### src/rtl/h2r_pkg.sv
// ----------------------------------------------------------------------------
// HSV to RGB package
// Word types, fixed-point constants and small arithmetic helpers.
// ----------------------------------------------------------------------------
`timescale 1ns / 1ps

package h2r_pkg;

   // Hue is given in units of 1/2^HUE_FRAC_BITS degree.
   localparam int unsigned HUE_FRAC_BITS = 4;
   localparam int unsigned HUE_W         = 13;
   localparam int unsigned CHAN_W        = 8;

   localparam int unsigned SEXT_UNITS = 60 << HUE_FRAC_BITS;
   localparam int unsigned REM_W      = $clog2(SEXT_UNITS);
   localparam int unsigned MAX_SEXT   = ((1 << HUE_W) - 1) / SEXT_UNITS;
   localparam int unsigned SEXT_W     = $clog2(MAX_SEXT + 1);

   // Fraction within a sextant, 16-bit fraction of one.
   localparam int unsigned FRAC_BITS  = 16;
   localparam int unsigned FRAC_SHIFT = 18;
   localparam longint unsigned FRAC_MUL =
      ((64'd1 << (FRAC_SHIFT + FRAC_BITS)) + SEXT_UNITS - 1) / SEXT_UNITS;
   localparam int unsigned FRAC_MUL_W = $clog2(FRAC_MUL + 1);
   localparam int unsigned FPROD_W    = REM_W + FRAC_MUL_W;

   // 255 * 2^16, the denominator of the scaled channels.
   localparam int unsigned FULL_W = CHAN_W + FRAC_BITS;
   localparam logic [FULL_W-1:0] FULL_SCALE = FULL_W'(255 << FRAC_BITS);

   // floor(y / 255) for 16-bit y as a reciprocal multiply.
   localparam int unsigned DIV255_SHIFT = 23;
   localparam logic [15:0] DIV255_MUL   = 16'd32897;

   // Sextant codes that pick a channel order; anything else uses red-yellow.
   localparam logic [SEXT_W-1:0] SEXT_RED_YEL   = SEXT_W'(0);
   localparam logic [SEXT_W-1:0] SEXT_YEL_GRN   = SEXT_W'(1);
   localparam logic [SEXT_W-1:0] SEXT_GRN_CYN   = SEXT_W'(2);
   localparam logic [SEXT_W-1:0] SEXT_CYN_BLU   = SEXT_W'(3);
   localparam logic [SEXT_W-1:0] SEXT_BLU_MAG   = SEXT_W'(4);
   localparam logic [SEXT_W-1:0] SEXT_MAG_RED   = SEXT_W'(5);

   typedef struct packed {
      logic [CHAN_W-1:0] saturation;
      logic [CHAN_W-1:0] brightness;
   } req_word_type;

   typedef struct packed {
      logic [CHAN_W-1:0] red;
      logic [CHAN_W-1:0] green;
      logic [CHAN_W-1:0] blue;
   } rsp_word_type;

   function automatic logic [CHAN_W-1:0] div255(input logic [15:0] y);
      logic [31:0] prod;
      prod = 32'(y) * 32'(DIV255_MUL);
      return prod[DIV255_SHIFT +: CHAN_W];
   endfunction

endpackage

### src/rtl/hsv_to_rgb.sv
// ----------------------------------------------------------------------------
// HSV to RGB converter
// Throughput: one word per cycle; each of the six register stages holds one
// word and only a stalled output makes the stages ahead of it wait.
// Reset clears every stage valid bit and sets the hue register to zero.
// ----------------------------------------------------------------------------
`timescale 1ns / 1ps

module hsv_to_rgb (
   input  logic                           clock,
   input  logic                           reset,
   input  logic                           csr_write_en,
   input  logic [h2r_pkg::HUE_W-1:0]      csr_write_data,
   input  logic                           req_valid,
   output logic                           req_ready,
   input  h2r_pkg::req_word_type          req_data,
   output logic                           rsp_valid,
   input  logic                           rsp_ready,
   output h2r_pkg::rsp_word_type          rsp_data
);

   // The hue is a single register shared by every word. Software writes it
   // only while the pipeline is empty; the block itself does not enforce this.
   // Only stage 1 reads it; later stages carry the sextant and remainder.
   logic [h2r_pkg::HUE_W-1:0] hue_ff;

   always_ff @(posedge clock) begin
      if (reset) begin
         hue_ff <= '0;
      end else if (csr_write_en) begin
         hue_ff <= csr_write_data;
      end
   end

   // Flow control: a stage takes a new word when it is empty or when the
   // stage after it is taking its word this cycle. Valid bits move with data.
   logic s1_valid_ff, s2_valid_ff, s3_valid_ff, s4_valid_ff, s5_valid_ff;
   logic out_valid_ff;
   logic s1_ready, s2_ready, s3_ready, s4_ready, s5_ready, out_ready;

   assign out_ready = !out_valid_ff || rsp_ready;
   assign s5_ready  = !s5_valid_ff  || out_ready;
   assign s4_ready  = !s4_valid_ff  || s5_ready;
   assign s3_ready  = !s3_valid_ff  || s4_ready;
   assign s2_ready  = !s2_valid_ff  || s3_ready;
   assign s1_ready  = !s1_valid_ff  || s2_ready;
   assign req_ready = s1_ready;

   always_ff @(posedge clock) begin
      if (reset) begin
         s1_valid_ff  <= 1'b0;
         s2_valid_ff  <= 1'b0;
         s3_valid_ff  <= 1'b0;
         s4_valid_ff  <= 1'b0;
         s5_valid_ff  <= 1'b0;
         out_valid_ff <= 1'b0;
      end else begin
         if (s1_ready)  s1_valid_ff  <= req_valid;
         if (s2_ready)  s2_valid_ff  <= s1_valid_ff;
         if (s3_ready)  s3_valid_ff  <= s2_valid_ff;
         if (s4_ready)  s4_valid_ff  <= s3_valid_ff;
         if (s5_ready)  s5_valid_ff  <= s4_valid_ff;
         if (out_ready) out_valid_ff <= s5_valid_ff;
      end
   end

   // ------------------------------------------------------------------------
   // Stage 1: split the hue into a sextant and the remainder inside it.
   // The sextant count is a bank of parallel compares against multiples of
   // sixty degrees; hues of 360 degrees and beyond give sextants six and up.
   // ------------------------------------------------------------------------
   logic [h2r_pkg::SEXT_W-1:0] sext_in;
   logic [h2r_pkg::HUE_W-1:0]  rem_wide;

   always_comb begin
      sext_in  = '0;
      rem_wide = hue_ff;
      for (int unsigned k = 1; k <= h2r_pkg::MAX_SEXT; k++) begin
         if (hue_ff >= h2r_pkg::HUE_W'(k * h2r_pkg::SEXT_UNITS)) begin
            sext_in  = h2r_pkg::SEXT_W'(k);
            rem_wide = hue_ff - h2r_pkg::HUE_W'(k * h2r_pkg::SEXT_UNITS);
         end
      end
   end

   logic [h2r_pkg::CHAN_W-1:0] s1_sat_ff, s1_bri_ff;
   logic [h2r_pkg::SEXT_W-1:0] s1_sext_ff;
   logic [h2r_pkg::REM_W-1:0]  s1_rem_ff;

   always_ff @(posedge clock) begin
      if (s1_ready) begin
         s1_sat_ff  <= req_data.saturation;
         s1_bri_ff  <= req_data.brightness;
         s1_sext_ff <= sext_in;
         s1_rem_ff  <= rem_wide[h2r_pkg::REM_W-1:0];
      end
   end

   // ------------------------------------------------------------------------
   // Stage 2: f = floor(rem * 65536 / sextant width), done as a multiply by
   // a rounded-up reciprocal. The low-order error never reaches the next
   // integer because rem * 65536 / 960 has a fraction of at most 14/15.
   // ------------------------------------------------------------------------
   logic [h2r_pkg::FPROD_W-1:0] fprod_in;

   assign fprod_in = h2r_pkg::FPROD_W'(s1_rem_ff)
                   * h2r_pkg::FPROD_W'(h2r_pkg::FRAC_MUL);

   logic [h2r_pkg::CHAN_W-1:0]  s2_sat_ff, s2_bri_ff;
   logic [h2r_pkg::SEXT_W-1:0]  s2_sext_ff;
   logic [h2r_pkg::FPROD_W-1:0] s2_fprod_ff;

   always_ff @(posedge clock) begin
      if (s2_ready) begin
         s2_sat_ff   <= s1_sat_ff;
         s2_bri_ff   <= s1_bri_ff;
         s2_sext_ff  <= s1_sext_ff;
         s2_fprod_ff <= fprod_in;
      end
   end

   // ------------------------------------------------------------------------
   // Stage 3: scale the fraction by saturation. s*f feeds q, s*(1-f) feeds
   // t, and v*(255-s) is the numerator of p.
   // ------------------------------------------------------------------------
   logic [h2r_pkg::FRAC_BITS-1:0] frac;
   logic [h2r_pkg::FRAC_BITS:0]   frac_comp;
   logic [h2r_pkg::FULL_W-1:0]    sf_in;
   logic [h2r_pkg::FULL_W:0]      st_in;
   logic [2*h2r_pkg::CHAN_W-1:0]  pnum_in;
   logic [h2r_pkg::CHAN_W-1:0]    sat_comp;

   assign frac      = s2_fprod_ff[h2r_pkg::FRAC_SHIFT +: h2r_pkg::FRAC_BITS];
   assign frac_comp = (h2r_pkg::FRAC_BITS+1)'(1 << h2r_pkg::FRAC_BITS)
                    - (h2r_pkg::FRAC_BITS+1)'(frac);
   assign sat_comp  = 8'd255 - s2_sat_ff;
   assign sf_in     = h2r_pkg::FULL_W'(s2_sat_ff) * h2r_pkg::FULL_W'(frac);
   assign st_in     = (h2r_pkg::FULL_W+1)'(s2_sat_ff)
                    * (h2r_pkg::FULL_W+1)'(frac_comp);
   assign pnum_in   = (2*h2r_pkg::CHAN_W)'(s2_bri_ff) * (2*h2r_pkg::CHAN_W)'(sat_comp);

   logic [h2r_pkg::CHAN_W-1:0]   s3_bri_ff;
   logic [h2r_pkg::SEXT_W-1:0]   s3_sext_ff;
   logic [h2r_pkg::FULL_W-1:0]   s3_sf_ff;
   logic [h2r_pkg::FULL_W:0]     s3_st_ff;
   logic [2*h2r_pkg::CHAN_W-1:0] s3_pnum_ff;

   always_ff @(posedge clock) begin
      if (s3_ready) begin
         s3_bri_ff  <= s2_bri_ff;
         s3_sext_ff <= s2_sext_ff;
         s3_sf_ff   <= sf_in;
         s3_st_ff   <= st_in;
         s3_pnum_ff <= pnum_in;
      end
   end

   // ------------------------------------------------------------------------
   // Stage 4: numerators v * (255*65536 - s*f) for q and v * (255*65536 - s*(1-f))
   // for t, neither negative since s*f and s*(1-f) never exceed 255*65536. Dropping
   // the low sixteen bits is the first half of the divide by 255*65536.
   // ------------------------------------------------------------------------
   logic [h2r_pkg::FULL_W-1:0] dq, dt;
   logic [31:0]                numq, numt;
   logic [h2r_pkg::FULL_W:0]   dt_wide;

   assign dq      = h2r_pkg::FULL_SCALE - s3_sf_ff;
   assign dt_wide = (h2r_pkg::FULL_W+1)'(h2r_pkg::FULL_SCALE) - s3_st_ff;
   assign dt      = dt_wide[h2r_pkg::FULL_W-1:0];
   assign numq    = 32'(s3_bri_ff) * 32'(dq);
   assign numt    = 32'(s3_bri_ff) * 32'(dt);

   logic [h2r_pkg::CHAN_W-1:0]   s4_bri_ff;
   logic [h2r_pkg::SEXT_W-1:0]   s4_sext_ff;
   logic [2*h2r_pkg::CHAN_W-1:0] s4_yq_ff, s4_yt_ff, s4_yp_ff;

   always_ff @(posedge clock) begin
      if (s4_ready) begin
         s4_bri_ff  <= s3_bri_ff;
         s4_sext_ff <= s3_sext_ff;
         s4_yq_ff   <= numq[31:h2r_pkg::FRAC_BITS];
         s4_yt_ff   <= numt[31:h2r_pkg::FRAC_BITS];
         s4_yp_ff   <= s3_pnum_ff;
      end
   end

   // ------------------------------------------------------------------------
   // Stage 5: the remaining divide by 255 for p, q and t. Truncating twice is
   // the same as truncating once, so the split divide is exact.
   // ------------------------------------------------------------------------
   logic [h2r_pkg::CHAN_W-1:0] s5_bri_ff, s5_q_ff, s5_t_ff, s5_p_ff;
   logic [h2r_pkg::SEXT_W-1:0] s5_sext_ff;

   always_ff @(posedge clock) begin
      if (s5_ready) begin
         s5_bri_ff  <= s4_bri_ff;
         s5_sext_ff <= s4_sext_ff;
         s5_q_ff    <= h2r_pkg::div255(s4_yq_ff);
         s5_t_ff    <= h2r_pkg::div255(s4_yt_ff);
         s5_p_ff    <= h2r_pkg::div255(s4_yp_ff);
      end
   end

   // ------------------------------------------------------------------------
   // Stage 6: channel order for the sextant, into the output register. Hues
   // of 360 degrees and beyond fall through to the red-yellow order.
   // ------------------------------------------------------------------------
   h2r_pkg::rsp_word_type rsp_data_in, rsp_data_ff;

   always_comb begin
      unique case (s5_sext_ff)
         h2r_pkg::SEXT_YEL_GRN: rsp_data_in = '{s5_q_ff,   s5_bri_ff, s5_p_ff};
         h2r_pkg::SEXT_GRN_CYN: rsp_data_in = '{s5_p_ff,   s5_bri_ff, s5_t_ff};
         h2r_pkg::SEXT_CYN_BLU: rsp_data_in = '{s5_p_ff,   s5_q_ff,   s5_bri_ff};
         h2r_pkg::SEXT_BLU_MAG: rsp_data_in = '{s5_t_ff,   s5_p_ff,   s5_bri_ff};
         h2r_pkg::SEXT_MAG_RED: rsp_data_in = '{s5_bri_ff, s5_p_ff,   s5_q_ff};
         default:               rsp_data_in = '{s5_bri_ff, s5_t_ff,   s5_p_ff};
      endcase
   end

   always_ff @(posedge clock) begin
      if (out_ready) begin
         rsp_data_ff <= rsp_data_in;
      end
   end

   assign rsp_valid = out_valid_ff;
   assign rsp_data  = rsp_data_ff;

endmodule

### config.mk
export PLATFORM = sky130hd
export DESIGN_NAME = hsv_to_rgb
export DESIGN_NICKNAME = d
export VERILOG_FILES = /design/src/rtl/h2r_pkg.sv /design/src/rtl/hsv_to_rgb.sv
export SDC_FILE = /design/constraint.sdc
export NUM_CORES = 2
export LEC_CHECK = 0
export BUFFER_PORTS_ARGS = -buffer_cell sky130_fd_sc_hd__buf_2
export CAP_MARGIN = 20
export CORE_ASPECT_RATIO = 0.8
export CORE_MARGIN = 1.5
export CORE_UTILIZATION = 35
export CTS_CLUSTER_DIAMETER = 40
export DETAILED_ROUTE_END_ITERATION = 10
export PLACE_DENSITY = 0.62
export SYNTH_ARGS = -nofsm -noshare
export SYNTH_HDL_FRONTEND = slang
export SYNTH_SLANG_ARGS = --single-unit
### constraint.sdc
create_clock -name clock -period 6.4 [get_ports clock]
set_input_delay 0.64 -clock clock [delete_from_list [all_inputs] [get_ports clock]]
set_output_delay 0.64 -clock clock [all_outputs]
set_load 0.02 [all_outputs]
==> results.json <==
{
  "status": "complete, but fails checks",
  "failed_checks": "setup timing",
  "cp.arrival_ns": 6.76,
  "finalSetupViolCount": 1,
  "synth.top_cell.area_share_pct": 26.3,
  "die-width_um": 364,
  "port_buffers": 59,
  "synth_seq_cells": 280,
  "die_height_um": 292,
  "synth_area_leaders": "fa_1 (26%), edfxtp_1 (22%), ha_1 (16%), and2_1 (7.6%), inv_1 (5.7%)",
  "drtPass1Iterations": 5,
  "worstPathRequired_ns": 6.73,
  "synth_nets": 4591,
  "viasPerCell": 4.79,
  "clk_latency_ns": 0.59,
  "io_pins": 60,
  "dieArea_um2": 106000,
  "place.detailed.hpwl_mm": 63.5,
  "cts_hold_buf": 0,
  "syn_to_final_growth_pct": 14.3,
  "grt_first_pass_wirelength_mm": 133,
  "maxCapViolations": 0,
  "async_reset_ff_share_pct": 0,
  "hold_viol": 0,
  "place.gp.congestion": 0.854,
  "grt_usage_pct": 15.4,
  "clock_tree.root_cell": "clkbuf_16",
  "ant_nets": 0,
  "overflow": 0,
  "row_count": 105,
  "drive_above_1_share_pct": 12.1,
  "grt_max_degree": 76,
  "yosysUniqueCellTypes": 77,
  "htreeDepth": 2,
  "criticalPathCategory": "reg -> reg",
  "fin_skew_ns": 0.0213,
  "clkTransAtPathRegs_ns": 0.06,
  "wl_mm": 80.4,
  "fin_nets": 4754,
  "final_util_pct": 40.5,
  "ys_seq_area_share_pct": 22.5,
  "synth_top_cell_by_area": "fa_1",
  "start_util_pct": 35.4,
  "clockBufferDepth": 3,
  "vias": 24888,
  "max_freq_ghz": 0.156,
  "avgSynthCellArea_um2": 10.1,
  "rsz0062_at_grt": "yes",
  "slew_violations": 0,
  "period_share_pct": 100,
  "cts_inserted_buffers": 42,
  "relSlewSlack_pct": 28.8,
  "ys_dominant_reg_cell": "edfxtp_1",
  "cts.sinks": 280,
  "setup_ws_ns": -0.0268,
  "n_antenna_cell": 0,
  "syn_area_um2": 36400,
  "drtIter0Drc": 1680,
  "hold_class": "in -> reg",
  "end_kind": "register",
  "wl_per_cell_um": 15.5,
  "tritoncts": "built",
  "path_max_fanout": 6,
  "ys_top_cells_by_count": "inv_1 (556), fa_1 (479), ha_1 (472)",
  "startpoint_type": "register",
  "synth-edff-count": 261,
  "core_area_um2": 103000,
  "synthMostInstantiatedCell": "inv_1",
  "worst_pin_slew_ns": 1.07,
  "yosysWarnings": 0,
  "grt_pass1_vias": 25835,
  "fillCellCount": 9889,
  "final.min_clock_period_ns": 6.43,
  "route.detailed.drc": 0,
  "synth_cells": 3606,
  "antenna_found_initial": 1
}
## layout make-up
cell class | count | area, um2 | share of cell area [%]
tap | 1391 | 1740 | 4.18
multi-input combinational | 2650 | 26400 | 63.4
timing repair buffer | 239 | 1780 | 4.26
clock buffer | 49 | 1090 | 2.61
sequential | 280 | 8220 | 19.7
clock inverter | 28 | 324 | 0.778
inverter | 556 | 2090 | 5.01
## cell usage in the layout, fill, tap and decap left out, drive strengths merged, types with 9 or more instances in the layout
cell / count
inv: 573
fa: 479
ha: 472
and2: 442
nand2: 277
edfxtp: 261
buf: 239
nor2: 152
xnor2: 114
a21oi: 107
o21ai: 72
nor2b: 66
clkbuf: 49
xor2: 49
nand2b: 44
nor3: 43
a21o: 39
nand3: 39
o21a: 26
a211oi: 25
a31oi: 20
dfxtp: 19
and3: 14
mux2i: 14
nor4: 12
nand4: 11
a22oi: 11
o21bai: 11
o211ai: 10
a221oi: 9
a221o: 9
## critical path, stage by stage, from the launching register on
cell and delay, ns:
edfxtp_1 0.38, or3_4 0.41, nor3_4 0.18, nand2b_4 0.09
nor3_4 0.14, buf_6 0.13, nand2_4 0.06, buf_6 0.14
nor3_4 0.24, xnor2_4 0.18, and2_4 0.18, fa_1 0.45
fa_1 0.51, fa_1 0.58, inv_2 0.04, fa_1 0.49
inv_2 0.05, ha_4 0.21, a211o_1 0.31, o31ai_2 0.28
a21oi_2 0.07, o211ai_1 0.32, a21oi_2 0.11, or3_4 0.35
buf_6 0.12, xor2_1 0.13
## registers in the layout, indices dropped and copies added (netlist names), 10 cells and up
name         cells
rsp_data        24
s3_sf_ff        24
s3_st_ff        23
s2_fprod_ff     16
s3_pnum_ff      16
s4_yp_ff        16
s4_yq_ff        16
s4_yt_ff        16
hue_ff          13
s1_rem_ff       10
## through the flow
step                      std cells  TNS, ns  hold WS (ns)  cell area (um2)  worst slack, ns
after global routing           5193    -1.11         0.193            41700           -0.252
after CTS                      5173  -0.0112         0.187            41000         -0.00679
after global placement         5076        0         0.401            39200          0.00217
after detailed placement       5076   -0.303         0.405            39200          -0.0992
after floorplan                3606        0         0.400            36400           0.0110
final                          5193  -0.0268         0.217            41700          -0.0268
## timing repair
| action | in CTS | in global routing |
|---|---|---|
| gates cloned | 0 | 0 |
| pin swaps | 41 | 81 |
| endpoints found under the setup margin | 5 | 30 |
| buffers inserted | 20 | 21 |
| gates resized for setup | 44 | 108 |
## kinds of logic after synthesis
kind of cell / share of synthesized area, %
DFF: 22.5
adders and majority gates: 42.5
xor gates and xnor gates: 4.07
AOI/OAI and AO/OA: 7.02
muxes: 0.415
and+or+nand+nor: 16.5
buffers and inverters: 6.97
## final timing paths
path,from,endpoint,slack (ns),cells after the start
worst max-delay path,s3_sf_ff[3]$_DFFE_PP_,s4_yq_ff[14]$_DFFE_PP_,-0.03,25
worst min-delay path,req_data[10],s1_sat_ff[2]$_DFFE_PP_,0.22,1
worst max register to register,s3_sf_ff[3]$_DFFE_PP_,s4_yq_ff[14]$_DFFE_PP_,-0.03,25
worst min register to register,s3_pnum_ff[13]$_DFFE_PP_,s4_yp_ff[13]$_DFFE_PP_,0.42,0
## routing by layer
metal  global-route usage [%]  share of wire, %
met5                        0             0.016
met4                     3.48               1.7
met3                     2.47               4.6
met2                     23.8                44
met1                     22.6                50
Power is not shown: default switching activity piles up to over one toggle a cycle in this logic, so the estimate is an artifact.
